$ cat config.mk
export PLATFORM = sky130hd
export DESIGN_NAME = rtcp_queue
export DESIGN_NICKNAME = d
export VERILOG_FILES = /design/src/design/rtcp_pkg.sv /design/src/design/rtcp_queue.sv
export SDC_FILE = /design/constraint.sdc
export NUM_CORES = 1
export LEC_CHECK = 0
export BUFFER_PORTS_ARGS = -buffer_cell sky130_fd_sc_hd__buf_2
export CAP_MARGIN = 0
export CORE_MARGIN = 5
export CORE_UTILIZATION = 24
export CTS_BUF_LIST = sky130_fd_sc_hd__clkbuf_16
export DETAILED_ROUTE_END_ITERATION = 8
export HOLD_SLACK_MARGIN = 0.02
export PLACE_DENSITY = 0.4
export SYNTH_ARGS = -nofsm -noshare
export SYNTH_HDL_FRONTEND = slang
export SYNTH_SLANG_ARGS = --single-unit
$ cat constraint.sdc
create_clock -name i_clk -period 26.6 [get_ports i_clk]
set_input_delay 3.99 -clock i_clk [delete_from_list [all_inputs] [get_ports i_clk]]
set_output_delay 3.99 -clock i_clk [all_outputs]
set_load 0.005 [all_outputs]
$ cat src/design/rtcp_pkg.sv
// Shared types, constants and helpers for the region tile copy planner.
// No dependencies; every other design file imports this package.
package rtcp_pkg;

    localparam int COORD_W = 20;
    localparam int INDEX_W = 40;
    localparam int BYTES_W = 47;
    localparam int SPP_W   = 7;

    // APB register file
    localparam int ADDR_W = 5;
    localparam int DATA_W = 32;

    localparam logic [2:0] REG_LEVEL_WIDTH  = 3'd0;
    localparam logic [2:0] REG_LEVEL_HEIGHT = 3'd1;
    localparam logic [2:0] REG_TILE_WIDTH   = 3'd2;
    localparam logic [2:0] REG_TILE_HEIGHT  = 3'd3;
    localparam logic [2:0] REG_TILED_MODE   = 3'd4;
    localparam logic [2:0] REG_SAMPLES      = 3'd5;

    // Result status codes
    localparam logic [1:0] ST_TILE    = 2'd0;
    localparam logic [1:0] ST_OUTSIDE = 2'd1;
    localparam logic [1:0] ST_SPAN    = 2'd2;
    localparam logic [1:0] ST_EMPTY   = 2'd3;

    // Plan queue between front and back
    localparam int QUEUE_DEPTH = 2;
    localparam int QUEUE_AW    = 1;

    typedef struct packed {
        logic [COORD_W-1:0] level_width;
        logic [COORD_W-1:0] level_height;
        logic [COORD_W-1:0] tile_w;
        logic [COORD_W-1:0] tile_h;
        logic               tiled_mode;
        logic [SPP_W-1:0]   samples;
    } t_cfg;

    typedef struct packed {
        logic               whole_level;
        logic [COORD_W-1:0] rect_x;
        logic [COORD_W-1:0] rect_y;
        logic [COORD_W-1:0] region_width;
        logic [COORD_W-1:0] region_height;
    } t_req;

    typedef struct packed {
        logic [COORD_W-1:0] tile_col;
        logic [COORD_W-1:0] tile_row;
        logic [INDEX_W-1:0] tile_index;
        logic [COORD_W-1:0] src_x;
        logic [COORD_W-1:0] src_y;
        logic [COORD_W-1:0] dest_x;
        logic [COORD_W-1:0] dest_y;
        logic [COORD_W-1:0] copy_width;
        logic [COORD_W-1:0] copy_height;
        logic [BYTES_W-1:0] read_bytes;
        logic               last;
        logic [1:0]         status;
    } t_desc;

    // One classified request, ready for the tile walk
    typedef struct packed {
        logic [1:0]         status;
        logic [COORD_W-1:0] rx;
        logic [COORD_W-1:0] ry;
        logic [COORD_W-1:0] end_x;
        logic [COORD_W-1:0] end_y;
        logic [COORD_W-1:0] fx;
        logic [COORD_W-1:0] fy;
        logic [COORD_W-1:0] lx;
        logic [COORD_W-1:0] ly;
        logic [COORD_W-1:0] left0;
        logic [COORD_W-1:0] top0;
        logic [COORD_W-1:0] across;
        logic [INDEX_W-1:0] row_base;
        logic [BYTES_W-1:0] rbytes;
    } t_plan;

    // A tile dimension of zero counts as one
    function automatic logic [COORD_W-1:0] eff_dim(input logic [COORD_W-1:0] v);
        eff_dim = (v == '0) ? COORD_W'(1) : v;
    endfunction

endpackage

$ cat src/design/rtcp_queue.sv
// Short plan queue between the front end and the tile walker.
// Depends on rtcp_pkg.
module rtcp_queue import rtcp_pkg::*; (
    input  logic  i_clk,
    input  logic  i_rst_n,
    input  logic  i_push,
    input  t_plan i_data,
    output logic  o_full,
    input  logic  i_pop,
    output t_plan o_data,
    output logic  o_empty
);

    t_plan                r_mem [QUEUE_DEPTH];
    logic [QUEUE_AW-1:0]  r_wr_ptr;
    logic [QUEUE_AW-1:0]  r_rd_ptr;
    logic [QUEUE_AW:0]    r_count;

    always_ff @(posedge i_clk) begin
        if (!i_rst_n) begin
            r_wr_ptr <= '0;
            r_rd_ptr <= '0;
            r_count  <= '0;
        end else begin
            if (i_push) r_wr_ptr <= r_wr_ptr + QUEUE_AW'(1);
            if (i_pop)  r_rd_ptr <= r_rd_ptr + QUEUE_AW'(1);
            if (i_push && !i_pop) begin
                r_count <= r_count + (QUEUE_AW+1)'(1);
            end else if (i_pop && !i_push) begin
                r_count <= r_count - (QUEUE_AW+1)'(1);
            end
        end
    end

    always_ff @(posedge i_clk) begin
        if (i_push) r_mem[r_wr_ptr] <= i_data;
    end

    assign o_data  = r_mem[r_rd_ptr];
    assign o_full  = (r_count == (QUEUE_AW+1)'(QUEUE_DEPTH));
    assign o_empty = (r_count == '0);

endmodule

# After elaboration in Yosys (flattened, before gate mapping)
# Memories as Yosys holds them, arrays and structs flattened. A register that Yosys moved wholly into a read port is not among the register bits.
# Index checks and enable logic that the tools add are counted.
[totals] mem_count=1 word_cells=21 inputBits=313 reg_bits=4 mem_bits_rw=618
[mem_list] memory="r_mem" words=2 word_bits=309 read_ports=1 rd_clocked_by_memory_dff=1 wr=1 line="rtcp_queue.sv:14" source="t_plan r_mem [QUEUE_DEPTH];"
[classes] n_reduce_logical=6 add_sub_neg=4 eq_ne=1 n_mux=6
[ops] operator="1-bit two-way mux" n=4
[ops] operator="2-bit two-way mux" n=2
[ops] operator="1-bit adder, second input constant" n=2
[ops] operator="2-bit by 1-bit adder with 2-bit output, second input constant" n=1
[ops] operator="2-bit equality test, second input constant" n=1
[ops] operator="1-bit logical AND" n=2
[ops] operator="1-bit zero test" n=2
[ops] operator="2-bit zero test" n=1
[ops] operator="2-bit nonzero test" n=1
[ops] operator="2-bit by 1-bit subtractor with 2-bit output, second input constant" n=1

# Depth between registers and ports, before layout
[depth] depth_word=4 mapped_depth=5 ltp_nobuf=5

# Least setup slack after synthesis
# Ideal clock, no wire load.
[synth_timing] path_kind="input-to-reg" from="in i_push" to="reg r_wr_ptr" path_slack_ns=8.194 t_arrival_ns=18.284 setup_ns=0.122 required_time_ns=26.478 stages=2 path_cell_list="nor2b_1 > o21a_1"
[synth_lines] element="start: declaration" line="rtcp_queue.sv:6" source="input logic i_push,"
[synth_lines] element="end signal: assignment" line="rtcp_queue.sv:25" source="if (i_push) r_wr_ptr <= r_wr_ptr + QUEUE_AW'(1);"
[synth_lines] element="end: declaration" line="rtcp_queue.sv:15" source="logic [QUEUE_AW-1:0] r_wr_ptr;"

==> flow_summary_export.csv <==
group,metric,value,unit
clock_tree,htreeDepth,3,
yosys,synth_top_area_frac,0.8101,
worst_setup_path,ff2ff_setup_slack,22930,ps
yosys,synthCells,983,
worst_setup_path,arrival,3950,ps
clock_tree,cts_buffers,75,
yosys,synth_xor_area_frac,0.001147,
yosys,synth.distinct_cells,19,
cells_and_area,mostFrequentLayoutCell,"buf_2",
detailed_routing,ant_nets,0,
clock_tree,postCtsHoldBufs,0,
power_and_ir_drop,clkPwrFrac,0.417,
timing,slew_headroom,0.2413,
worst_setup_path,cp_common_cell,"buf_4",
cells_and_area,nets,1975,
global_route,grt_pass1_wl,84.70,mm
place,gp_congestion,0.7638,
place,io_buffers,623,
worst_setup_path,crit_buf_inv,3,
cells_and_area,drive_gt1_frac,0.6114,
timing,final-hold-violation-count,0,
power_and_ir_drop,power.density,78.50,nW/µm²
worst_setup_path,crit_family,"buffers and inverters",
worst_setup_path,worst_path_max_delay_cell,"dfxtp_4",
yosys,synth_compound_gate_area_share,0.0008739,
worst_setup_path,r2r_cells,4,
worst_setup_path,cp.depth,4,
timing,finalMaxSlewViolations,0,
yosys,synth_fp_nets,1297,
clock_tree,post_cts.repair.setup_buffers,0,
floorplanning,start_util,0.2415,
clock_tree,cts_buffer_depth,3,
clock_tree,cts_tree,"done",
worst_setup_path,slowest_delay,1060,ps
clock_tree,cts_resized,0,
place,place_inst,2849,
power_and_ir_drop,p_comb_frac,0.091,
power_and_ir_drop,seqPwrFrac,0.492,
cells_and_area,final_cell_mix,"623 x buf_2, 618 x edfxtp_1, 209 x mux2_2",
worst_setup_path,r2r-end,"r_mem[0][211]",
yosys,synth-simple-area-share,0.002349,
yosys,yosys-top-cells-area,"edfxtp_1 81%, mux2_2 10%, mux2_4 6.6%",
timing,fmax,0.1259,GHz
hold_path,min_path_type,"reg2reg",
worst_setup_path,r2r_start,"r_wr_ptr",
cells_and_area,area_growth,30.30,%
yosys,synth_top_cell_by_area,"edfxtp_1",
worst_setup_path,worstPathCellList,"buf_4 -> buf_4 -> mux2_2 -> buf_2",
worst_setup_path,required,22610,ps
timing,timing.final.crit_share,0.2987,
yosys,synth-seq-cells,623,
detailed_routing,post_drt_wl_per_cell,19.77,µm
power_and_ir_drop,p_leak,11.15,nW
floorplanning,die_x,319.0,µm
timing,period_needed,7944,ps
power_and_ir_drop,p_int,1.826,mW
global_route,antenna_found_initial,27,
worst_setup_path,startpoint_type,"register",
power_and_ir_drop,power.switching,517.2,µW
timing,tns,0,ps
worst_setup_path,endpoint_kind,"output port",
global_route,grt_remaining_overflow,0,
detailed_routing,dr.pass1.iters,4,
timing,clock_skew,15.57,ps
yosys,synth.avg_cell_area,23.30,µm²
floorplanning,core,94870,µm²
clock_tree,cts_num_sinks,623,
detailed_routing,drtIter0Drc,536,
floorplanning,num_rows,113,
yosys,syn_area,22910,µm²
floorplanning,fp.dieH,319.0,µm
worst_setup_path,endpoint,"o_data[162]",
yosys,synthMuxAreaShare,0.1683,
yosys,yosys.area_share.adder,0.0005462,
yosys,yosysWarnings,0,
floorplanning,dieArea,101700,µm²
global_route,grt_pass1_vias,12850,
job,max_cap_violations,0,
clock_tree,clk_pin_slew,50,ps
clock_tree,ctsRootBufferMaster,"clkbuf_16",
cells_and_area,fill_cells,9361,
detailed_routing,drc,0,
clock_tree,clk_latency,620,ps
global_route,grt_max_degree,119,
yosys,ys_seq_area_frac,0.8145,
power_and_ir_drop,ir_drop,0.05523,mV
detailed_routing,drt-total-wl,59.25,mm
timing,tightest_slew,1138,ps
place,place.detailed.hpwl,41.11,mm
floorplanning,io_pins,624,
worst_setup_path,critPathMaxFanout,73,
cells_and_area,final_cell_count_no_fill,2997,
detailed_routing,via_count,11720,
timing,rsz0062_at_grt,"no",
detailed_routing,vias_per_cell,3.912,
timing,finalSetupViolCount,0,
outcome,outcome,"completed",
yosys,synth_top_family_by_area,"multiplexers",
global_route,gr-usage-all-layers,0.1111,
power_and_ir_drop,power.share.switching,0.2207,
worst_setup_path,crit_type,"reg2out",
cell type report:
cell class | count | area [µm²] | share of cell area
Multi-Input combinational cell | 325 | 3978 | 0.1333
Antenna cell | 13 | 32.53 | 0.001090
Inverter | 1 | 3.754 | 0.0001257
Clock inverter | 59 | 469.2 | 0.01572
Clock buffer | 76 | 1902 | 0.06371
Sequential cell | 623 | 18660 | 0.6252
Tap cell | 1265 | 1583 | 0.05302
Timing Repair Buffer | 635 | 3221 | 0.1079
synth_stat cells, drive strengths merged:
master	n
mux2	309
dfxtp	5
ha	1
buf	34
nor2b	3
a21boi	1
inv	1
and2	4
xnor2	1
o21a	1
or3	1
o21ai	1
edfxtp	618
nor2	1
xor2	2
per-stage QoR:
stage | hold slack (ps) | worst slack (ps) | power, mW | utilization | cell area [µm²]
after global routing | 573.1 | 18310 | 2.455 | 0.3145 | 29830
after detailed placement | 520.4 | 19000 | 1.395 | 0.2893 | 27450
after global placement | 489.0 | 19050 | 1.392 | 0.2893 | 27450
final | 527.0 | 18660 | 2.343 | 0.3146 | 29850
after CTS | 532.4 | 18430 | 2.394 | 0.3143 | 29820
after floorplan | 472.9 | 8194 | 1.301 | - | 22910
tightest hold or removal path, delay by kind of cell, from the launching register on:
family	cells	cell delay (ps)
flip-flops	1	320
AO/OA/AOI/OAI	2	160
metal layers:
metal  vias to the layer above  part of all wire  track usage  wire [µm]
met5                         -            0.0024            0        145
met4                        22             0.028      0.03886       1646
met3                       117             0.098      0.05612       5810
met2                       457              0.50       0.1926      29800
met1                      5793              0.37       0.1171      21850
li1                       5334                 -            -          -
power by group through the flow:
| stage | clock [mW] | sequential (mW) | combinational (mW) |
|---|---|---|---|
| finish | 0.976 | 1.15 | 0.214 |
| global route | 1.07 | 1.16 | 0.232 |
| CTS | 1.02 | 1.15 | 0.221 |
| detailed placement | 0 | 1.17 | 0.220 |
| global placement | 0 | 1.17 | 0.219 |
| floorplan | 0 | 1.19 | 0.116 |
registers in the layout, summed over array words and instances, names as in the netlist, named ones only:
| signal | count |
|---|---|
| r_wr_ptr | 1 |
| r_rd_ptr | 1 |
| r_count | 2 |
| r_mem | 618 |
worst min path at each step:
stage | startpoint | endpoint | cells past startpoint
5_1_grt | r_count[1] | r_count[1] | 2
4_1_cts | r_count[1] | r_count[1] | 2
3_3_place_gp | r_count[1] | r_count[1] | 2
6_report | r_count[1] | r_count[1] | 2
3_5_place_dp | r_count[1] | r_count[1] | 2
2_1_floorplan | r_count[1] | r_count[1] | 2
cells by family (layout without fill, tap and decap cells):
logic type,count (synthesis),in the layout
compound gates,3,3
mux,309,309
flops,623,623
other cells,0,13
xor+xnor,3,3
fa+ha+maj,1,1
simple gates,9,9
buf+inv,35,771
No activity file was read; power rests on OpenSTA's default activity.
