**config.mk**
```make
export PLATFORM = sky130hd
export DESIGN_NAME = rtcp_front
export DESIGN_NICKNAME = d
export VERILOG_FILES = /design/src/design/rtcp_pkg.sv /design/src/design/rtcp_div.sv /design/src/design/rtcp_front.sv
export SDC_FILE = /design/constraint.sdc
export NUM_CORES = 2
export LEC_CHECK = 0
export BUFFER_PORTS_ARGS = -buffer_cell sky130_fd_sc_hd__buf_2
export CAP_MARGIN = 25
export CORE_MARGIN = 8
export CORE_UTILIZATION = 35
export CTS_CLUSTER_SIZE = 14
export DETAILED_ROUTE_END_ITERATION = 10
export MAX_ROUTING_LAYER = met4
export PLACE_DENSITY = 0.5
export SYNTH_ARGS = -nofsm -noshare
export SYNTH_HDL_FRONTEND = slang
export SYNTH_SLANG_ARGS = --single-unit
```
**constraint.sdc**
```tcl
create_clock -name i_clk -period 12.1 [get_ports i_clk]
set_input_delay 1.815 -clock i_clk [delete_from_list [all_inputs] [get_ports i_clk]]
set_output_delay 1.815 -clock i_clk [all_outputs]
set_load 0.05 [all_outputs]
```
**src/design/rtcp_pkg.sv**
```systemverilog
// Shared types, constants and helpers for the region tile copy planner.
// No dependencies; every other design file imports this package.
package rtcp_pkg;

    localparam int COORD_W = 20;
    localparam int INDEX_W = 40;
    localparam int BYTES_W = 47;
    localparam int SPP_W   = 7;

    // APB register file
    localparam int ADDR_W = 5;
    localparam int DATA_W = 32;

    localparam logic [2:0] REG_LEVEL_WIDTH  = 3'd0;
    localparam logic [2:0] REG_LEVEL_HEIGHT = 3'd1;
    localparam logic [2:0] REG_TILE_WIDTH   = 3'd2;
    localparam logic [2:0] REG_TILE_HEIGHT  = 3'd3;
    localparam logic [2:0] REG_TILED_MODE   = 3'd4;
    localparam logic [2:0] REG_SAMPLES      = 3'd5;

    // Result status codes
    localparam logic [1:0] ST_TILE    = 2'd0;
    localparam logic [1:0] ST_OUTSIDE = 2'd1;
    localparam logic [1:0] ST_SPAN    = 2'd2;
    localparam logic [1:0] ST_EMPTY   = 2'd3;

    // Plan queue between front and back
    localparam int QUEUE_DEPTH = 2;
    localparam int QUEUE_AW    = 1;

    typedef struct packed {
        logic [COORD_W-1:0] level_width;
        logic [COORD_W-1:0] level_height;
        logic [COORD_W-1:0] tile_w;
        logic [COORD_W-1:0] tile_h;
        logic               tiled_mode;
        logic [SPP_W-1:0]   samples;
    } t_cfg;

    typedef struct packed {
        logic               whole_level;
        logic [COORD_W-1:0] rect_x;
        logic [COORD_W-1:0] rect_y;
        logic [COORD_W-1:0] region_width;
        logic [COORD_W-1:0] region_height;
    } t_req;

    typedef struct packed {
        logic [COORD_W-1:0] tile_col;
        logic [COORD_W-1:0] tile_row;
        logic [INDEX_W-1:0] tile_index;
        logic [COORD_W-1:0] src_x;
        logic [COORD_W-1:0] src_y;
        logic [COORD_W-1:0] dest_x;
        logic [COORD_W-1:0] dest_y;
        logic [COORD_W-1:0] copy_width;
        logic [COORD_W-1:0] copy_height;
        logic [BYTES_W-1:0] read_bytes;
        logic               last;
        logic [1:0]         status;
    } t_desc;

    // One classified request, ready for the tile walk
    typedef struct packed {
        logic [1:0]         status;
        logic [COORD_W-1:0] rx;
        logic [COORD_W-1:0] ry;
        logic [COORD_W-1:0] end_x;
        logic [COORD_W-1:0] end_y;
        logic [COORD_W-1:0] fx;
        logic [COORD_W-1:0] fy;
        logic [COORD_W-1:0] lx;
        logic [COORD_W-1:0] ly;
        logic [COORD_W-1:0] left0;
        logic [COORD_W-1:0] top0;
        logic [COORD_W-1:0] across;
        logic [INDEX_W-1:0] row_base;
        logic [BYTES_W-1:0] rbytes;
    } t_plan;

    // A tile dimension of zero counts as one
    function automatic logic [COORD_W-1:0] eff_dim(input logic [COORD_W-1:0] v);
        eff_dim = (v == '0) ? COORD_W'(1) : v;
    endfunction

endpackage

```
**src/design/rtcp_div.sv**
```systemverilog
// Restoring divider, one quotient bit per cycle, COORD_W-bit operands.
// Depends on rtcp_pkg.
module rtcp_div import rtcp_pkg::*; (
    input  logic               i_clk,
    input  logic               i_rst_n,
    input  logic               i_start,
    input  logic [COORD_W-1:0] i_dividend,
    input  logic [COORD_W-1:0] i_divisor,
    output logic               o_done,
    output logic [COORD_W-1:0] o_quo,
    output logic [COORD_W-1:0] o_rem
);

    localparam int CNT_W = $clog2(COORD_W);

    logic               r_busy;
    logic               r_done;
    logic [CNT_W-1:0]   r_cnt;
    logic [COORD_W-1:0] r_quo;
    logic [COORD_W-1:0] r_rem;
    logic [COORD_W-1:0] r_div;
    logic [COORD_W:0]   shifted;
    logic [COORD_W:0]   diff;
    logic               ge;

    assign shifted = {r_rem, r_quo[COORD_W-1]};
    assign diff    = shifted - {1'b0, r_div};
    assign ge      = shifted >= {1'b0, r_div};

    always_ff @(posedge i_clk) begin
        if (!i_rst_n) begin
            r_busy <= 1'b0;
            r_done <= 1'b0;
            r_cnt  <= '0;
        end else if (i_start) begin
            r_busy <= 1'b1;
            r_done <= 1'b0;
            r_cnt  <= '0;
        end else if (r_busy) begin
            r_cnt <= r_cnt + CNT_W'(1);
            if (r_cnt == CNT_W'(COORD_W - 1)) begin
                r_busy <= 1'b0;
                r_done <= 1'b1;
            end
        end else begin
            r_done <= 1'b0;
        end
    end

    always_ff @(posedge i_clk) begin
        if (i_start) begin
            r_quo <= i_dividend;
            r_rem <= '0;
            r_div <= i_divisor;
        end else if (r_busy) begin
            r_quo <= {r_quo[COORD_W-2:0], ge};
            r_rem <= ge ? diff[COORD_W-1:0] : shifted[COORD_W-1:0];
        end
    end

    assign o_done = r_done;
    assign o_quo  = r_quo;
    assign o_rem  = r_rem;

endmodule

```
**src/design/rtcp_front.sv**
```systemverilog
// Front end: accepts a region request, classifies it and works out the tile
// span, row index base and read size. Depends on rtcp_pkg and rtcp_div.
module rtcp_front import rtcp_pkg::*; #(
    parameter int MAX_SPAN = 8
) (
    input  logic  i_clk,
    input  logic  i_rst_n,
    input  t_cfg  i_cfg,
    input  logic  i_valid,
    output logic  o_stall,
    input  t_req  i_req,
    output logic  o_push,
    output t_plan o_plan,
    input  logic  i_full
);

    localparam logic [2:0] F_IDLE  = 3'd0;
    localparam logic [2:0] F_CLASS = 3'd1;
    localparam logic [2:0] F_DIV_A = 3'd2;
    localparam logic [2:0] F_DIV_B = 3'd3;
    localparam logic [2:0] F_DIV_C = 3'd4;
    localparam logic [2:0] F_MUL1  = 3'd5;
    localparam logic [2:0] F_MUL2  = 3'd6;
    localparam logic [2:0] F_PUSH  = 3'd7;

    logic [2:0]         r_state, n_state;
    logic [COORD_W-1:0] r_rx, r_ry, r_rw, r_rh;
    logic [COORD_W-1:0] r_end_x, r_end_y;
    logic [COORD_W-1:0] r_fx, r_fy, r_lx, r_ly, r_left0, r_top0, r_across;
    logic [INDEX_W-1:0] r_area, r_row_base;
    logic [BYTES_W-1:0] r_rbytes;
    logic [1:0]         r_status;

    logic [COORD_W-1:0] tw_eff, th_eff;
    logic [COORD_W:0]   sum_x, sum_y;
    logic [COORD_W-1:0] clamp_x, clamp_y;
    logic               outside, empty, span_big, accept, div_done;
    logic               div_start;
    logic [COORD_W-1:0] div_num_x, div_num_y;
    logic [COORD_W-1:0] quo_x, rem_x, quo_y, rem_y;
    logic               done_x, done_y;

    assign tw_eff = eff_dim(i_cfg.tile_w);
    assign th_eff = eff_dim(i_cfg.tile_h);

    // Clamp the rectangle to the level
    assign sum_x   = {1'b0, r_rx} + {1'b0, r_rw};
    assign sum_y   = {1'b0, r_ry} + {1'b0, r_rh};
    assign clamp_x = (sum_x > {1'b0, i_cfg.level_width})  ? i_cfg.level_width
                                                          : sum_x[COORD_W-1:0];
    assign clamp_y = (sum_y > {1'b0, i_cfg.level_height}) ? i_cfg.level_height
                                                          : sum_y[COORD_W-1:0];
    assign outside = (r_rx >= i_cfg.level_width) || (r_ry >= i_cfg.level_height);
    assign empty   = (clamp_x == r_rx) || (clamp_y == r_ry);

    assign div_done = done_x && done_y;
    assign span_big = ((quo_x - r_fx) >= COORD_W'(MAX_SPAN)) ||
                      ((quo_y - r_fy) >= COORD_W'(MAX_SPAN));
    assign accept   = i_valid && (r_state == F_IDLE);

    rtcp_div u_div_x (
        .i_clk      (i_clk),
        .i_rst_n    (i_rst_n),
        .i_start    (div_start),
        .i_dividend (div_num_x),
        .i_divisor  (tw_eff),
        .o_done     (done_x),
        .o_quo      (quo_x),
        .o_rem      (rem_x)
    );

    rtcp_div u_div_y (
        .i_clk      (i_clk),
        .i_rst_n    (i_rst_n),
        .i_start    (div_start),
        .i_dividend (div_num_y),
        .i_divisor  (th_eff),
        .o_done     (done_y),
        .o_quo      (quo_y),
        .o_rem      (rem_y)
    );

    always_comb begin
        n_state   = r_state;
        div_start = 1'b0;
        div_num_x = r_rx;
        div_num_y = r_ry;
        unique case (r_state)
            F_IDLE: begin
                if (i_valid) n_state = F_CLASS;
            end
            F_CLASS: begin
                if (outside || empty) begin
                    n_state = F_PUSH;
                end else begin
                    div_start = 1'b1;
                    n_state   = F_DIV_A;
                end
            end
            F_DIV_A: begin
                if (div_done) begin
                    div_start = 1'b1;
                    div_num_x = r_end_x - COORD_W'(1);
                    div_num_y = r_end_y - COORD_W'(1);
                    n_state   = F_DIV_B;
                end
            end
            F_DIV_B: begin
                if (div_done) begin
                    if (span_big) begin
                        n_state = F_PUSH;
                    end else begin
                        div_start = 1'b1;
                        div_num_x = i_cfg.level_width;
                        div_num_y = i_cfg.level_height;
                        n_state   = F_DIV_C;
                    end
                end
            end
            F_DIV_C: begin
                if (div_done) n_state = F_MUL1;
            end
            F_MUL1: n_state = F_MUL2;
            F_MUL2: n_state = F_PUSH;
            F_PUSH: begin
                if (!i_full) n_state = F_IDLE;
            end
            default: n_state = F_IDLE;
        endcase
    end

    always_ff @(posedge i_clk) begin
        if (!i_rst_n) begin
            r_state <= F_IDLE;
        end else begin
            r_state <= n_state;
        end
    end

    always_ff @(posedge i_clk) begin
        if (accept) begin
            r_rx <= i_req.whole_level ? '0 : i_req.rect_x;
            r_ry <= i_req.whole_level ? '0 : i_req.rect_y;
            r_rw <= i_req.whole_level ? i_cfg.level_width  : i_req.region_width;
            r_rh <= i_req.whole_level ? i_cfg.level_height : i_req.region_height;
        end
        if (r_state == F_CLASS) begin
            r_end_x <= clamp_x;
            r_end_y <= clamp_y;
            r_status <= outside ? ST_OUTSIDE : (empty ? ST_EMPTY : ST_TILE);
        end
        if (r_state == F_DIV_A && div_done) begin
            r_fx    <= quo_x;
            r_fy    <= quo_y;
            r_left0 <= r_rx - rem_x;
            r_top0  <= r_ry - rem_y;
        end
        if (r_state == F_DIV_B && div_done) begin
            r_lx <= quo_x;
            r_ly <= quo_y;
            if (span_big) r_status <= ST_SPAN;
        end
        if (r_state == F_DIV_C && div_done) begin
            r_across <= quo_x + COORD_W'(rem_x != '0);
        end
        if (r_state == F_MUL1) begin
            r_row_base <= INDEX_W'(r_fy) * INDEX_W'(r_across);
            r_area     <= INDEX_W'(tw_eff) * INDEX_W'(th_eff);
        end
        if (r_state == F_MUL2) begin
            r_rbytes <= BYTES_W'(r_area) * BYTES_W'(i_cfg.samples);
        end
    end

    assign o_stall = (r_state != F_IDLE);
    assign o_push  = (r_state == F_PUSH) && !i_full;

    always_comb begin
        o_plan.status   = r_status;
        o_plan.rx       = r_rx;
        o_plan.ry       = r_ry;
        o_plan.end_x    = r_end_x;
        o_plan.end_y    = r_end_y;
        o_plan.fx       = r_fx;
        o_plan.fy       = r_fy;
        o_plan.lx       = r_lx;
        o_plan.ly       = r_ly;
        o_plan.left0    = r_left0;
        o_plan.top0     = r_top0;
        o_plan.across   = r_across;
        o_plan.row_base = r_row_base;
        o_plan.rbytes   = r_rbytes;
    end

endmodule

```
[Word-level counts from Yosys, hierarchy flattened]
Cells that the tools add are included.
Storage, ports and cells
  register bits: 526
  logic and storage cells: 139
Operators by class
  add/subtract/negate cells: 13
  $mul: 3
  magnitude comparators: 8
  equal/unequal tests: 16
  muxes and demuxes: 44
  bitwise gates (word level): 3
  reductions and logical operators: 22
Operators with widths (number)
  $mux W20: 18
  $sub A20 B20 Y20: 6
  $mul A20 B20 Y40: 2
  $pmux W20 S2: 2
  $mul A40 B7 Y47: 1
  $add A20 B20 Y21: 2
  $ge A21 B20 Y1: 2
  $gt A21 B20 Y1: 2
  $eq A20 B20 Y1: 2
  $ge A20 B20 Y1: 2
  $ge A20 B4 Y1 const B: 2
  $logic_not A20 Y1: 2
  $sub A20 B1 Y20 const B: 2
  $pmux W3 S8: 1
  $add A20 B1 Y20: 1
  $reduce_bool A20 Y1: 1
  $mux W3: 6
  $eq A3 B3 Y1 const B: 4
  $mux W2: 6
  $add A5 B1 Y5 const B: 2
  $eq A5 B5 Y1 const B: 2
  $mux W1: 10
  $ne A2 B2 Y1 const B: 5
  $eq A3 B2 Y1 const B: 2
  other kinds (12): 24

[Longest topological paths before layout]
  word-level depth: 10
  gate-level depth with buffers: 31
  depth with buffers taken out: 30

[Hierarchy]
Synthesis repeated with hierarchy kept, for this count alone.
Unflattened totals
  cell total of the unflattened synthesis: 7065
  area, all modules: 66965.5 um2
Modules (own cells, without submodules)
  rtcp_front: instances 1, cells an instance 6297, area each 59258.1 um2
  rtcp_div: instances 2, cells an instance 384, area each 3853.7 um2

[Worst setup path after synthesis]
No wires, ideal clock.
  path kind: input -> register
  from: input i_cfg[32] in the netlist's numbering
  to: register r_area[39], data pin
  library setup time: 0.261 ns
  data arrival time: 8.495 ns
  required time: 11.839 ns
  slack: 3.344 ns
  stages: 25
  cell sequence: nor4_1 > nand4_1 > o41ai_1 > clkbuf_1 > nand2_1 > fa_1 > fa_1 > inv_1 > fa_1 > fa_1 > fa_1 > fa_1 > inv_1 > fa_1 > inv_1 > ha_1 > and4_1 > nand2_1 > a211oi_1 > o41ai_1 > a2111oi_0 > nor2_1 > a21oi_1 > a41oi_1 > xnor2_1
Between the ends
  longest elaborated chain between the ends: 3
Ends and longest elaborated chain
  start, declared: RTL line rtcp_front.sv:8  | input t_cfg i_cfg,
  $logic_not A20 Y1: RTL line rtcp_pkg.sv:83  | eff_dim = (v == '0) ? COORD_W'(1) : v;
  $mux W20: RTL line rtcp_pkg.sv:83
  net tw_eff[0]: RTL line rtcp_front.sv:34  | logic [COORD_W-1:0] tw_eff, th_eff;
  $mul A20 B20 Y40: RTL line rtcp_front.sv:168  | r_area <= INDEX_W'(tw_eff) * INDEX_W'(th_eff);
  end signal, assigned: RTL line rtcp_front.sv:168
  end, declared: RTL line rtcp_front.sv:30  | logic [INDEX_W-1:0] r_area, r_row_base;
The timed path passes the listed nets, and every way through them passes these cells.
A chain may end at the register's enable or synchronous reset.

[Worst setup path in the final report]
  from: input i_cfg[38] in the netlist's numbering
  to: register r_area[39], data pin
Between the ends
  longest elaborated chain between the ends: 3
Ends and longest elaborated chain (RTL line)
  $logic_not A20 Y1: rtcp_pkg.sv:83
  $mux W20 *: rtcp_pkg.sv:83
  $mul A20 B20 Y40 *: rtcp_front.sv:168
Every way passes the cells marked *; elsewhere a longest branch is shown, timed or not.

==> flow_metrics.tcl <==
set metrics [dict create \
    yosys-top-cells-area "fa_1, edfxtp_1, ha_1" \
    setup-violations-final 0 \
    cp-start-kind "primary input" \
    cts_buffer_depth 3 \
    netlist.area_leader.share_pct 25.3 \
    io_buffer_count 482 \
    antenna_found_initial 31 \
    cts_root_buf "clkbuf_16" \
    hold_buffers 0 \
    io_pins 484 \
    fin_nets 8853 \
    slowest_stage "a2111oi_0" \
    rsz0062_at_grt "no" \
    drive_above_1_share_pct 11.6 \
    finalSetupTns_ns 0 \
    hold_class "flop to flop" \
    synth_ff_type "edfxtp_1" \
    synthesis.area_um2 66100 \
    routed_via_density 5.25 \
    internal_power_mw 11.3 \
    grt_max_degree 65 \
    fp.dieW_um 451 \
    outcome "completed" \
    grt_usage_pct 22.7 \
    ys_async_sr_fraction_pct 0 \
    start_util_pct 35.2 \
    seq_power_share_pct 16.6 \
    core-area_um2 188000 \
    slowest_delay_ns 0.69 \
    clock_latency_ns 0.70 \
    fin_skew_ns 0.0444 \
    hold_ws_ns 0.509 \
    crit_path_end_kind "flop" \
    leakage_nw 33.8 \
    cts_tree "built" \
    die_h_um 451 \
    reg2reg_slack_ns 2.88 \
    ys_ff_latch 526 \
    power.density_nw_per_um2 314 \
    placed_area_um2 71100 \
    finalWirelength_um 227000 \
    yosysSeqAreaShare_pct 23.0 \
    worst_pin_slew_ns 1.08 \
    syn_avg_cell_area_um2 9.56 \
    grt_pass1_vias 54400 \
    ys_warn_count 0 \
    largest-register "r_rbytes" \
    die_area_um2 203000 \
    switching_share_pct 51.1 \
    path_clk_slew_ns 0.05 \
    wl_per_cell_um 23.1 \
    dr.pass1.iters 8 \
    gp_routability_congestion 0.961 \
    hold_viol 0 \
    area_growth_pct 11.1 \
    required_ns 12.51 \
    reg.largest.list "r_rbytes (47), r_area (40), r_row_base (40)" \
    worstSetupPathType "primary input to flop" \
    grt_pass1_wl_um 343000 \
    slew_headroom_pct 27.8 \
    overflow 0 \
    drtIter0Drc 3172 \
    cap_violations 0 \
    post-route-period-util_pct 79.7 \
    post_cts_buffers 0 \
    slew_violations 0 \
    irDropWorstVdd_v 0.000425 \
    fin_crit_ns 9.65 \
    combPwrFrac_pct 74.1 \
    via_count 51400 \
    rows 159 \
    final_antenna_net_count 0 \
    cts_inserted_buffers 72 \
    critPathMaxFanout 22 \
    synth-edff-count 467 \
    dp_hpwl_um 178000 \
    syn_nets 8534 \
    p_switching_mw 11.8 \
    synth_cell_types 84 \
    design_area_um2 73500 \
    cts_resized 0 \
    clock-sinks 526 \
    largest_reg_flops 47 \
    netlist_instances 6917 \
    synth_top_area_cell "fa_1" \
    fmax_mhz 104 \
    worstPathArrival_ns 10.06 \
    htree_num_levels 3 \
    drcViolationCount 0 \
    p_clk_share_pct 9.3 \
    post-route-util_pct 39.1 \
]
==> cell usage after synthesis, types with 10 or more instances <==
library cell  count
o22ai_1          23
xor2_1          106
a21oi_1         247
mux2_4           41
a21boi_0         15
or3_1            32
o31ai_1          21
inv_1          1087
o31a_1           11
o21bai_1         22
nor4_1           59
and2_1          422
nand3_1         105
nand2_1         872
o221ai_1         10
a31oi_1          28
a22oi_1          17
xnor2_1         204
a2111oi_0        13
nor2b_1          80
nand2b_1         45
buf_6            10
nor2_1          267
a21o_1          107
a311oi_1         22
a211oi_2         31
fa_1            837
o21a_1           50
and3_1           33
dfxtp_1          59
nor3_1           92
o21ai_0         191
clkbuf_1        301
or2_2            20
ha_1            607
mux2_2           44
a221o_1          18
edfxtp_1        467
a211o_1          13
a211oi_1         36
or4_1            10
o211ai_1         24
mux2i_1          24
nand4_1          43
==> cell usage in the layout (no fill, tap or decap), types with 50 or more instances in the layout <==
cell,Yosys,final
ha_1,607,607
a21oi_1,247,247
inv_1,1087,1087
xnor2_1,204,204
edfxtp_1,467,467
clkbuf_16,0,72
dfxtp_1,59,56
nor3_1,92,90
nand2_1,872,872
fa_1,837,837
buf_4,2,85
xor2_1,106,106
nor4_1,59,58
a21o_1,107,106
buf_2,5,482
o21ai_0,191,191
nand3_1,105,105
nor2b_1,80,80
nor2_1,267,262
o21a_1,50,50
and2_1,422,422
==> worst max-delay path, delay by kind of cell <==
family,cells,cell delay [ns]
compound gates,7,2.39
fa+ha+maj,8,3.34
simple gates,6,1.23
xor+xnor,1,0.17
buf+inv,8,1.08
==> routing by layer <==
layer	vias up	GRT usage [%]	routed length, um
li1	23400	-	-
met1	26200	26.4	91800
met2	1403	39.1	112000
met3	442	2.47	9900
met4	0	11.2	12700
met5	-	-	0
==> cell type report <==
cell class / instances / area, um2
Antenna cell: 15 / 37.5
Inverter: 1088 / 4080
Fill cell: 18900 / 114000
Sequential cell: 526 / 15200
Tap cell: 2495 / 3120
Timing Repair Buffer: 571 / 3140
Multi-Input combinational cell: 4977 / 45600
Clock buffer: 90 / 1920
Clock inverter: 39 / 389
==> cell families after synthesis <==
kind of cell	synth area share, %
simple gates	15.6
fa+ha+maj	36.8
buf+inv	8.16
compound gates	10.1
flops	23.0
xor+xnor	4.24
mux	2.04
==> worst paths after layout <==
kind | endpoint | cells after the start | from
max | r_area[39] | 30 | i_cfg[38]
min | u_div_y.o_rem[12] | 2 | u_div_y.o_rem[12]
max reg2reg | u_div_y.o_quo[16] | 23 | r_rx[7]
min reg2reg | u_div_y.o_rem[12] | 2 | u_div_y.o_rem[12]
==> power by group through the flow <==
stage | clock network (mW) | registers, mW | logic (mW)
floorplan | 0 | 4.13 | 11.9
global placement | 0 | 3.88 | 17.2
detailed placement | 0 | 3.89 | 17.3
CTS | 2.22 | 3.85 | 17.4
global route | 2.27 | 3.88 | 19.2
finish | 2.14 | 3.84 | 17.1
==> metrics by stage <==
step	instances	worst slack [ns]	total power [mW]
floorplan	6917	3.34	16.0
global placement	9653	2.01	21.0
detailed placement	9654	1.98	21.2
CTS	9783	2.67	23.5
global route	9799	2.06	25.4
finish	9801	2.45	23.1
Note: power is estimated with default switching activity, not from simulation.
