===== config.mk =====
export PLATFORM = sky130hd
export DESIGN_NAME = rtcp_back
export DESIGN_NICKNAME = d
export VERILOG_FILES = /design/src/design/rtcp_pkg.sv /design/src/design/rtcp_back.sv
export SDC_FILE = /design/constraint.sdc
export NUM_CORES = 1
export LEC_CHECK = 0
export CAP_MARGIN = 20
export CORE_UTILIZATION = 48
export CTS_BUF_LIST = sky130_fd_sc_hd__clkbuf_8
export CTS_CLUSTER_DIAMETER = 30
export DETAILED_ROUTE_END_ITERATION = 16
export DONT_BUFFER_PORTS = 1
export MAX_ROUTING_LAYER = met4
export PLACE_DENSITY = 0.67
export RECOVER_POWER = 25
export SKIP_CTS_REPAIR_TIMING = 1
export SYNTH_ARGS = -nofsm -noshare
export SYNTH_HDL_FRONTEND = slang
export SYNTH_SLANG_ARGS = --single-unit

===== constraint.sdc =====
create_clock -name i_clk -period 8.9 [get_ports i_clk]
set_input_delay 0.445 -clock i_clk [delete_from_list [all_inputs] [get_ports i_clk]]
set_output_delay 0.445 -clock i_clk [all_outputs]
set_load 0.01 [all_outputs]

===== src/design/rtcp_pkg.sv =====
// Shared types, constants and helpers for the region tile copy planner.
// No dependencies; every other design file imports this package.
package rtcp_pkg;

    localparam int COORD_W = 20;
    localparam int INDEX_W = 40;
    localparam int BYTES_W = 47;
    localparam int SPP_W   = 7;

    // APB register file
    localparam int ADDR_W = 5;
    localparam int DATA_W = 32;

    localparam logic [2:0] REG_LEVEL_WIDTH  = 3'd0;
    localparam logic [2:0] REG_LEVEL_HEIGHT = 3'd1;
    localparam logic [2:0] REG_TILE_WIDTH   = 3'd2;
    localparam logic [2:0] REG_TILE_HEIGHT  = 3'd3;
    localparam logic [2:0] REG_TILED_MODE   = 3'd4;
    localparam logic [2:0] REG_SAMPLES      = 3'd5;

    // Result status codes
    localparam logic [1:0] ST_TILE    = 2'd0;
    localparam logic [1:0] ST_OUTSIDE = 2'd1;
    localparam logic [1:0] ST_SPAN    = 2'd2;
    localparam logic [1:0] ST_EMPTY   = 2'd3;

    // Plan queue between front and back
    localparam int QUEUE_DEPTH = 2;
    localparam int QUEUE_AW    = 1;

    typedef struct packed {
        logic [COORD_W-1:0] level_width;
        logic [COORD_W-1:0] level_height;
        logic [COORD_W-1:0] tile_w;
        logic [COORD_W-1:0] tile_h;
        logic               tiled_mode;
        logic [SPP_W-1:0]   samples;
    } t_cfg;

    typedef struct packed {
        logic               whole_level;
        logic [COORD_W-1:0] rect_x;
        logic [COORD_W-1:0] rect_y;
        logic [COORD_W-1:0] region_width;
        logic [COORD_W-1:0] region_height;
    } t_req;

    typedef struct packed {
        logic [COORD_W-1:0] tile_col;
        logic [COORD_W-1:0] tile_row;
        logic [INDEX_W-1:0] tile_index;
        logic [COORD_W-1:0] src_x;
        logic [COORD_W-1:0] src_y;
        logic [COORD_W-1:0] dest_x;
        logic [COORD_W-1:0] dest_y;
        logic [COORD_W-1:0] copy_width;
        logic [COORD_W-1:0] copy_height;
        logic [BYTES_W-1:0] read_bytes;
        logic               last;
        logic [1:0]         status;
    } t_desc;

    // One classified request, ready for the tile walk
    typedef struct packed {
        logic [1:0]         status;
        logic [COORD_W-1:0] rx;
        logic [COORD_W-1:0] ry;
        logic [COORD_W-1:0] end_x;
        logic [COORD_W-1:0] end_y;
        logic [COORD_W-1:0] fx;
        logic [COORD_W-1:0] fy;
        logic [COORD_W-1:0] lx;
        logic [COORD_W-1:0] ly;
        logic [COORD_W-1:0] left0;
        logic [COORD_W-1:0] top0;
        logic [COORD_W-1:0] across;
        logic [INDEX_W-1:0] row_base;
        logic [BYTES_W-1:0] rbytes;
    } t_plan;

    // A tile dimension of zero counts as one
    function automatic logic [COORD_W-1:0] eff_dim(input logic [COORD_W-1:0] v);
        eff_dim = (v == '0) ? COORD_W'(1) : v;
    endfunction

endpackage


===== src/design/rtcp_back.sv =====
// Tile walker: pops a plan and emits its descriptors in row-major order
// through an output register. Depends on rtcp_pkg.
module rtcp_back import rtcp_pkg::*; (
    input  logic  i_clk,
    input  logic  i_rst_n,
    input  t_cfg  i_cfg,
    input  logic  i_empty,
    input  t_plan i_plan,
    output logic  o_pop,
    output logic  o_valid,
    input  logic  i_stall,
    output t_desc o_desc
);

    localparam logic B_IDLE = 1'b0;
    localparam logic B_RUN  = 1'b1;

    logic               r_state;
    t_plan              r_plan;
    logic [COORD_W-1:0] r_tx, r_ty, r_left, r_top;
    logic [INDEX_W-1:0] r_row_idx;
    logic               r_out_valid;
    t_desc              r_out;

    logic [COORD_W-1:0] tw_eff, th_eff;
    logic [COORD_W:0]   right_sum, bottom_sum;
    logic [COORD_W-1:0] right, bottom, il, it, ir, ib;
    logic               adv, produce, end_col, end_row, is_flag;
    t_desc              desc;

    assign tw_eff = eff_dim(i_cfg.tile_w);
    assign th_eff = eff_dim(i_cfg.tile_h);

    // Tile extent, cut at the level edge, then its overlap with the region
    assign right_sum  = {1'b0, r_left} + {1'b0, tw_eff};
    assign bottom_sum = {1'b0, r_top}  + {1'b0, th_eff};
    assign right  = (right_sum  > {1'b0, i_cfg.level_width})  ? i_cfg.level_width
                                                              : right_sum[COORD_W-1:0];
    assign bottom = (bottom_sum > {1'b0, i_cfg.level_height}) ? i_cfg.level_height
                                                              : bottom_sum[COORD_W-1:0];
    assign il = (r_left > r_plan.rx) ? r_left : r_plan.rx;
    assign it = (r_top  > r_plan.ry) ? r_top  : r_plan.ry;
    assign ir = (right  < r_plan.end_x) ? right  : r_plan.end_x;
    assign ib = (bottom < r_plan.end_y) ? bottom : r_plan.end_y;

    assign end_col = (r_tx == r_plan.lx);
    assign end_row = (r_ty == r_plan.ly);
    assign is_flag = (r_plan.status != ST_TILE);

    always_comb begin
        if (is_flag) begin
            desc        = '0;
            desc.last   = 1'b1;
            desc.status = r_plan.status;
        end else begin
            desc.tile_col    = r_tx;
            desc.tile_row    = r_ty;
            desc.tile_index  = i_cfg.tiled_mode ? (r_row_idx + INDEX_W'(r_tx))
                                                : INDEX_W'(r_ty);
            desc.src_x       = il - r_left;
            desc.src_y       = it - r_top;
            desc.dest_x      = il - r_plan.rx;
            desc.dest_y      = it - r_plan.ry;
            desc.copy_width  = ir - il;
            desc.copy_height = ib - it;
            desc.read_bytes  = r_plan.rbytes;
            desc.last        = end_col && end_row;
            desc.status      = ST_TILE;
        end
    end

    assign adv     = !r_out_valid || !i_stall;
    assign produce = (r_state == B_RUN) && adv;
    assign o_pop   = (r_state == B_IDLE) && !i_empty;

    always_ff @(posedge i_clk) begin
        if (!i_rst_n) begin
            r_state     <= B_IDLE;
            r_out_valid <= 1'b0;
        end else begin
            if (adv) r_out_valid <= produce;
            if (o_pop) begin
                r_state <= B_RUN;
            end else if (produce && desc.last) begin
                r_state <= B_IDLE;
            end
        end
    end

    always_ff @(posedge i_clk) begin
        if (o_pop) begin
            r_plan    <= i_plan;
            r_tx      <= i_plan.fx;
            r_ty      <= i_plan.fy;
            r_left    <= i_plan.left0;
            r_top     <= i_plan.top0;
            r_row_idx <= i_plan.row_base;
        end else if (produce) begin
            if (end_col) begin
                r_tx      <= r_plan.fx;
                r_left    <= r_plan.left0;
                r_ty      <= r_ty + COORD_W'(1);
                r_top     <= r_top + th_eff;
                r_row_idx <= r_row_idx + INDEX_W'(r_plan.across);
            end else begin
                r_tx   <= r_tx + COORD_W'(1);
                r_left <= r_left + tw_eff;
            end
        end
        if (produce) r_out <= desc;
    end

    assign o_valid = r_out_valid;
    assign o_desc  = r_out;

endmodule

## Yosys cells after proc, flatten, opt, wreduce, memory -nomap -nowiden

Index checks and enable logic that the tools add are counted.

- Bits of input ports: 401
- Bits in registers: 601
- Output and inout bits: 252

- Magnitude comparators: 6
- Mux-type cells: 27
- Bitwise operators: 2
- Add/sub/neg operators: 14
- Reduce and logical (&&, ||, !) cells: 16
- Equal/unequal tests: 2

Operator list:

| cell | count |
|---|---|
| $mux W20 | 21 |
| $mux W40 | 3 |
| $sub A20 B20 Y20 | 6 |
| $add A40 B20 Y40 | 2 |
| $add A20 B20 Y21 | 2 |
| $gt A21 B20 Y1 | 2 |
| $add A20 B1 Y20 const B | 2 |
| $add A20 B20 Y20 | 2 |
| $eq A20 B20 Y1 | 2 |
| $gt A20 B20 Y1 | 2 |
| $logic_not A20 Y1 | 2 |
| $lt A20 B20 Y1 | 2 |
| $reduce_bool A2 Y1 | 4 |
| $logic_and A1 B1 Y1 | 4 |
| $logic_not A1 Y1 | 3 |
| $mux W3 | 1 |
| $mux W1 | 2 |
| $not A1 Y1 | 2 |
| $reduce_and A2 Y1 | 1 |
| $reduce_or A2 Y1 | 1 |
| $logic_or A1 B1 Y1 | 1 |

## Depth between registers and ports, before layout

Gate-level depths: netlist (run 1).

- Word-level depth: 8
- Gate-level depth with buffers: 49
- Mapped depth without buffers: 46

## Worst setup path after synthesis (run 1)

OpenSTA, ideal clock, no wires.

- Path kind: input to register
- From: input port i_cfg[20] (netlist name)
- To: register r_out (netlist bit o_desc[66]) (data pin)
- Data required time: 8.634 ns
- Library setup time: 0.266 ns
- Setup slack: -0.443 ns
- Arrival time: 9.078 ns
- Cell stages on the path: 43
- Path buffers: 2
- Cell sequence: nor4_1 > nand4_1 > o41ai_1 > ha_1 > inv_1 > fa_1 > nor2b_1 > o31a_1 > o22ai_2 > o21ai_1 > a41o_1 > nor2_1 > o21bai_1 > xor2_1 > ha_1 > a2111oi_0 > o21ai_0 > a2111oi_0 > (+7 left out) > or3_1 > o211a_1 > buf_2 > buf_1 > a21oi_1 > ha_1 > inv_1 > fa_1 > a21o_1 > a21oi_1 > o21bai_1 > a21oi_1 > o21bai_1 > a41oi_1 > a21oi_1 > a311oi_1 > xor2_1 > nor2_1

- Longest elaborated chain between the ends: 8

RTL lines:

| what | RTL line | text |
|---|---|---|
| start: declaration | rtcp_back.sv:6 | `input t_cfg i_cfg,` |
| $logic_not A20 Y1 | rtcp_pkg.sv:83 | `eff_dim = (v == '0) ? COORD_W'(1) : v;` |
| $mux W20 (*) | rtcp_pkg.sv:83 |  |
| $add A20 B20 Y21 (*) | rtcp_back.sv:36 | `assign bottom_sum = {1'b0, r_top} + {1'b0, th_eff};` |
| $gt A21 B20 Y1 | rtcp_back.sv:39 | `assign bottom = (bottom_sum > {1'b0, i_cfg.level_height}) ? i_cfg.level_height` |
| $mux W20 (*) | rtcp_back.sv:39 |  |
| $lt A20 B20 Y1 | rtcp_back.sv:44 | `assign ib = (bottom < r_plan.end_y) ? bottom : r_plan.end_y;` |
| $mux W20 (*) | rtcp_back.sv:44 |  |
| $sub A20 B20 Y20 (*) | rtcp_back.sv:65 | `desc.copy_height = ib - it;` |
| end signal: assignment | rtcp_back.sv:110 | `if (produce) r_out <= desc;` |
| end: declaration | rtcp_back.sv:23 | `t_desc r_out;` |

Mark *: on every way between the ends. The rest lies on a longest branch, timed or not.
A chain may end at the register's enable or synchronous reset.

## Worst setup path in the final report (run 1)

- From: register r_top[0]
- To: register r_out (netlist bit o_desc[68]) (data pin)

- Longest elaborated chain between the ends: 6
- Elaborated cells between the ends (all ways): 8
- Classes of those cells: add/sub (2); order compare (3); mux (3)

RTL lines:

| what | RTL line | text |
|---|---|---|
| start: declaration | rtcp_back.sv:20 | `logic [COORD_W-1:0] r_tx, r_ty, r_left, r_top;` |
| start signal: assignment | rtcp_back.sv:96 | `r_top <= i_plan.top0;` |
| start signal: assignment | rtcp_back.sv:103 | `r_top <= r_top + th_eff;` |
| $add A20 B20 Y21 | rtcp_back.sv:36 |  |
| $gt A21 B20 Y1 | rtcp_back.sv:39 |  |
| $mux W20 | rtcp_back.sv:39 |  |
| $lt A20 B20 Y1 | rtcp_back.sv:44 |  |
| $mux W20 | rtcp_back.sv:44 |  |
| $sub A20 B20 Y20 (*) | rtcp_back.sv:65 |  |

Marks and branches as above.

==> results.sh, run 1 <==
export IMPL_cp_max_fo=13
export IMPL_first_iter_violations=2498
export IMPL_drive_gt1_share_pct=14.8
export IMPL_finalSetupTns_ps=0
export IMPL_worst_setup_path_type="reg -> reg"
export IMPL_routed_via_density=5.73
export IMPL_power_leakage_nw=18.9
export IMPL_path_depth=41
export IMPL_internal_power_mw=9.24
export IMPL_cp_slowest_cell="or4_4"
export IMPL_p_switching_mw=6.03
export IMPL_gp_congestion=1.01
export IMPL_placed_cell_area_um2=39100
export IMPL_start_util_pct=48.5
export IMPL_wirelength_um=121000
export IMPL_synth_area_top_cells="edfxtp_1 (50%), ha_1 (11%), o21ai_0 (3.3%), nor2_1 (3.2%), xnor2_1 (3.1%)"
export IMPL_die_width_um=277
export IMPL_fmax_mhz=115
export IMPL_crit_path_frequent_cell="buf_4"
export IMPL_crit_end="o_desc[68]"
export IMPL_fin_area_um2=45600
export IMPL_cp_required_ps=9530
export IMPL_ys_seq_elements=601
export IMPL_crit_start="r_top[0]"
export IMPL_drc=0
export IMPL_clk_path_buf_depth=3
export IMPL_status="finished, violations left"
export IMPL_antenna_found_initial=16
export IMPL_grt_setup_unrepaired="yes"
export IMPL_rows=100
export IMPL_grt_pass1_vias=26575
export IMPL_slew_viol_final=163
export IMPL_netlist_area_leader_share_pct=49.7
export IMPL_grt_overflow=0
export IMPL_worstPathArrival_ps=9320
export IMPL_ant_nets=0
export IMPL_design_die_area_um2=76500
export IMPL_cp_top_family="compound AO/OA/AOI/OAI gates"
export IMPL_swShare_pct=39.5
export IMPL_hp_class="in -> reg"
export IMPL_grt_usage_pct=30.2
export IMPL_die_y_um=277
export IMPL_r2r_start="r_top[0]"
export IMPL_cts_tree="built"
export IMPL_grt_pass1_wl_um=167000
export IMPL_start_kind="register"
export IMPL_rr_worst_depth=41
export IMPL_r2r_slack_ps=220
export IMPL_skew_ps=60.2
export IMPL_ir_worst_vdd_v=0.000206
export IMPL_drv_cap=2
export IMPL_first_pass_iters=5
export IMPL_power_share_clock_pct=21.5
export IMPL_netlist_instances=3456
export IMPL_ys_warn_count=0
export IMPL_clk_pin_slew_ps=60
export IMPL_syn2layout_area_growth_pct=25.9
export IMPL_worst_slew_pin_slew_ps=5230
export IMPL_yosys_area_top_type="edfxtp_1"
export IMPL_dp_cells=4563
export IMPL_synth_nets=4181
export IMPL_grt_start_max_net_pins=137
export IMPL_vias=29500
export IMPL_hold_viol_final=0
export IMPL_final_nets=4783
export IMPL_yosysSeqAreaShare_pct=49.8
export IMPL_dp_hpwl_um=89600
export IMPL_p_seq_share_pct=25.7
export IMPL_violations="capacitance limit, slew limit"
export IMPL_fin_util_pct=61.1
export IMPL_reg2reg_to="o_desc[68]"
export IMPL_setup_worst_path_end_class="register"
export IMPL_async_flop_share_pct=0
export IMPL_synth_edf_count=599
export IMPL_power_density_nw_per_um2=335
export IMPL_synth_flop_cell="edfxtp_1"
export IMPL_synthesis_area_um2=36200
export IMPL_max_slew_margin_rel_pct=-249
export IMPL_fin_total_pwr_mw=15.3
export IMPL_clock_latency_ps=790
export IMPL_routedWlPerCell_um=23.5
export IMPL_cts_buffers=134
export IMPL_cp_num_buf_inv=8
export IMPL_combPwrFrac_pct=52.8
export IMPL_fin_crit_ps=8680
export IMPL_dp_slack_ps=-664
export IMPL_final_cells=5150
export IMPL_holdWs_ps=37.1
export IMPL_setup_ws_ps=217
export IMPL_core_area_um2=74600
export IMPL_finalSetupViolations=0
export IMPL_io_buffers=0
export IMPL_htree_levels=4
export IMPL_synth_cell_types=74
export IMPL_cts_root_buf="clkbuf_8"
export IMPL_cp_slowest_stage_delay_ps=590
export IMPL_fin_crit_sh_pct=97.6
export IMPL_synth_area_per_cell_um2=10.5
export IMPL_ios=653
export IMPL_clock_sinks=601
[state kept, by name (all words and copies together), names as in the netlist]
name,count
r_ty,20
r_tx,20
o_valid,1
r_row_idx,40
r_state,1
r_top,20
r_left,20
o_desc,250
r_plan,229
[worst min-delay path by stage]
stage	to	cells past startpoint	slack (ps)	start
after floorplan	o_valid	2	490	r_state
after global placement	o_desc[21]	1	500	r_plan[18]
after detailed placement	o_desc[43]	1	500	r_plan[40]
after CTS	r_plan[148]	0	-340	i_plan[148]
after global routing	o_desc[182]	2	9	i_cfg[7]
final	o_desc[175]	2	40	i_cfg[7]
[metal layers]
layer  routed length [µm]  up-vias  GRT usage, %  part of all wire, %
met3                 8980      336          6.37                  7.4
met1                48300    13998          37.2                   40
met4                 5720        0          11.8                  4.7
met2                57800     1450          48.6                   48
met5                    0        -             -                    0
li1                     -    13716             -                    -
[layout by cell type, fill, tap and decap left out, types with 135 or more instances in the layout]
master / count
clkbuf_8: 135
ha_1: 309
a21oi_1: 191
dlygate4sd3_1: 312
buf_4: 277
nand2_1: 295
edfxtp_1: 599
nor2_1: 302
inv_1: 283
o21ai_0: 231
[cells by family after synthesis]
group / after synthesis / synth area share [%]
fa+ha+maj: 324 / 11.4
mux: 66 / 1.92
flops: 601 / 49.8
compound gates: 743 / 12.7
xor+xnor: 240 / 5.81
simple gates: 1086 / 14.2
buf+inv: 396 / 4.12
[cell usage after synthesis (4+ instances only)]
master,n
o31ai_1,13
mux2i_1,38
nor3_1,66
nand3_1,77
o21ai_0,238
a21boi_0,6
clkbuf_1,117
o31a_1,8
nor2_1,306
o21ai_1,7
a41oi_1,7
nand2b_1,33
inv_1,267
and3_1,33
nor2b_1,37
o21a_1,44
o211ai_1,7
or4_1,6
or2_2,15
a2111oi_0,7
edfxtp_1,599
o41ai_1,5
xnor2_1,129
a211o_1,8
buf_1,9
nand2_1,296
fa_1,10
o2111ai_1,4
a21o_1,74
nor3b_1,8
o22ai_1,7
nand3b_1,4
ha_1,314
and2_1,96
xor2_1,111
or3_1,39
a211oi_1,27
a21oi_1,202
nor4_1,19
nand4_1,42
mux2_2,28
o21bai_1,16
a31oi_1,20
[worst reg2reg max path, delay by kind of cell (launching register included)]
family / cells / cell delay, ps
compound gates: 20 / 3640
simple gates: 7 / 1630
fa+ha+maj: 4 / 1150
buf+inv: 8 / 1130
flops: 1 / 480
mux: 1 / 350
xor+xnor: 1 / 160
[power by group through the flow]
stage | logic (mW) | clock network (mW) | registers, mW
4_1_cts | 7.55 | 3.31 | 3.91
3_5_place_dp | 7.50 | 0 | 3.96
2_1_floorplan | 4.76 | 0 | 3.84
5_1_grt | 8.81 | 3.46 | 3.93
3_3_place_gp | 7.47 | 0 | 3.96
6_report | 8.06 | 3.29 | 3.92
[layout make-up]
type	instances	area (µm²)
fill	6024	29000
tap	969	1210
clock inverter	107	988
timing repair buffer	595	5270
multi-input combinational	2459	17200
antenna	17	42.5
clock buffer	135	1860
sequential	601	18000
inverter	267	1010
No activity file was read; power rests on OpenSTA's default activity.
==> run 2, diff against run 1 <==
--- a/config.mk
+++ b/config.mk
@@ -8,2 +8,3 @@
 export CAP_MARGIN = 20
+export CORE_MARGIN = 8
 export CORE_UTILIZATION = 48
@@ -16,2 +17,3 @@
 export RECOVER_POWER = 25
+export SETUP_SLACK_MARGIN = 0.4
 export SKIP_CTS_REPAIR_TIMING = 1
==> constraint.sdc (replaced) <==
create_clock -name i_clk -period 8.9 [get_ports i_clk]
set_input_delay 2.225 -clock i_clk [delete_from_list [all_inputs] [get_ports i_clk]]
set_output_delay 2.225 -clock i_clk [all_outputs]
set_load 0.01 [all_outputs]
==> results.sh, run 2 (synthesized netlist as in run 1, its figures left out) <==
export IMPL_cts_buffers=137
export IMPL_dp_slack_ps=-3180
export IMPL_first_iter_violations=2127
export IMPL_grt_usage_pct=27.9
export IMPL_routedWlPerCell_um=24.5
export IMPL_status="finished, violations left"
export IMPL_rr_worst_depth=38
export IMPL_power_leakage_nw=18.3
export IMPL_rows=100
export IMPL_final_cells=4951
export IMPL_ios=653
export IMPL_cts_tree="built"
export IMPL_clk_pin_slew_ps=60
export IMPL_clock_latency_ps=800
export IMPL_dp_cells=4622
export IMPL_cp_slowest_stage_delay_ps=440
export IMPL_hp_class="reg -> reg"
export IMPL_violations="capacitance limit, slew limit, setup timing"
export IMPL_antenna_found_initial=27
export IMPL_finalSetupTns_ps=-34300
export IMPL_gp_congestion=1.02
export IMPL_vias=27978
export IMPL_htree_levels=4
export IMPL_hold_viol_final=0
export IMPL_first_pass_iters=5
export IMPL_drv_cap=1
export IMPL_power_density_nw_per_um2=374
export IMPL_skew_ps=63.5
export IMPL_grt_pass1_wl_um=173000
export IMPL_syn2layout_area_growth_pct=22.2
export IMPL_largest_reg_flops=250
export IMPL_holdPathStages=1
export IMPL_max_slew_margin_rel_pct=-35.6
export IMPL_fin_crit_sh_pct=117
export IMPL_slew_viol_final=33
export IMPL_wirelength_um=121000
export IMPL_core_area_um2=74600
export IMPL_worst_setup_path_type="in -> reg"
export IMPL_fin_area_um2=44200
export IMPL_io_buffers=0
export IMPL_cp_required_ps=9530
export IMPL_routed_via_density=5.65
export IMPL_cts_root_buf="clkbuf_8"
export IMPL_grt_pass1_vias=27367
export IMPL_start_kind="input pin"
export IMPL_cp_max_fo=6
export IMPL_most_common_layout_cells="edfxtp_1 (599), buf_4 (335), nand2_1 (293), ha_1 (292), nor2_1 (286)"
export IMPL_finalSetupViolations=36
export IMPL_grt_start_max_net_pins=156
export IMPL_die_y_um=291
export IMPL_placed_cell_area_um2=39800
export IMPL_setup_ws_ps=-1500
export IMPL_final_nets=4564
export IMPL_grt_setup_unrepaired="yes"
export IMPL_setup_worst_path_end_class="register"
export IMPL_cp_slowest_cell="or3_4"
export IMPL_dp_hpwl_um=93400
export IMPL_grt_overflow=0
export IMPL_drive_gt1_share_pct=20.6
export IMPL_ant_nets=0
export IMPL_final_common_cell="edfxtp_1"
export IMPL_start_util_pct=48.5
export IMPL_fin_total_pwr_mw=16.6
export IMPL_holdWs_ps=514
export IMPL_clock_sinks=601
export IMPL_design_die_area_um2=84400
export IMPL_worst_slew_pin_slew_ps=2030
export IMPL_worstPathArrival_ps=11030
export IMPL_clk_path_buf_depth=3
export IMPL_drc=0
export IMPL_fin_crit_ps=10400
export IMPL_fmax_mhz=96.1
export IMPL_ir_worst_vdd_v=0.000242
export IMPL_fin_util_pct=59.3
export IMPL_die_width_um=291
==> run 2: cell count changes in the layout (fill, tap and decap cells not counted), sizes merged <==
cell / change
dlygate4sd3: -312
buf: +87
diode: +18
clkinvlp: +6
clkbuf: +5
clkinv: -4
inv: +3
bufinv: -2
==> run 2: routing by layer <==
layer	GRT usage (%)	part of all wire, %	vias to the layer above
met5	-	0	-
met4	10.1	3.0	0
met3	8.91	8.9	192
met2	44.2	48	1134
met1	33.4	41	13339
li1	-	-	13313
==> run 2: where the power goes <==
| part | switching (mW) | internal (mW) |
|---|---|---|
| Combinational | 4.69 | 4.66 |
| Sequential | 0.348 | 3.57 |
| Clock | 1.44 | 1.85 |
| Total | 6.48 | 10.1 |
==> run 2: critical path: cells and delay by family <==
| kind | cells | cell delay (ps) |
|---|---|---|
| and+or+nand+nor | 12 | 2340 |
| AOI/OAI and AO/OA | 19 | 3390 |
| xor gates and xnor gates | 1 | 160 |
| buffers and inverters | 7 | 960 |
| adders and majority gates | 5 | 1550 |
| muxes | 1 | 360 |
==> run 2: path summary, 6_finish.rpt <==
kind,startpoint,slack [ps],end
min,r_plan[35],510,o_desc[38]
max,i_cfg[40],-1500,o_desc[89]
min reg2reg,r_plan[35],510,o_desc[38]
max reg2reg,r_top[5],90,o_desc[66]
==> run 2: layout make-up <==
class	instances	area, µm²
fill	6235	30300
inverter	267	1020
antenna	35	87.6
tap	969	1210
sequential	601	18000
clock buffer	137	1890
timing repair buffer	373	3030
clock inverter	110	1030
multi-input combinational	2459	18000
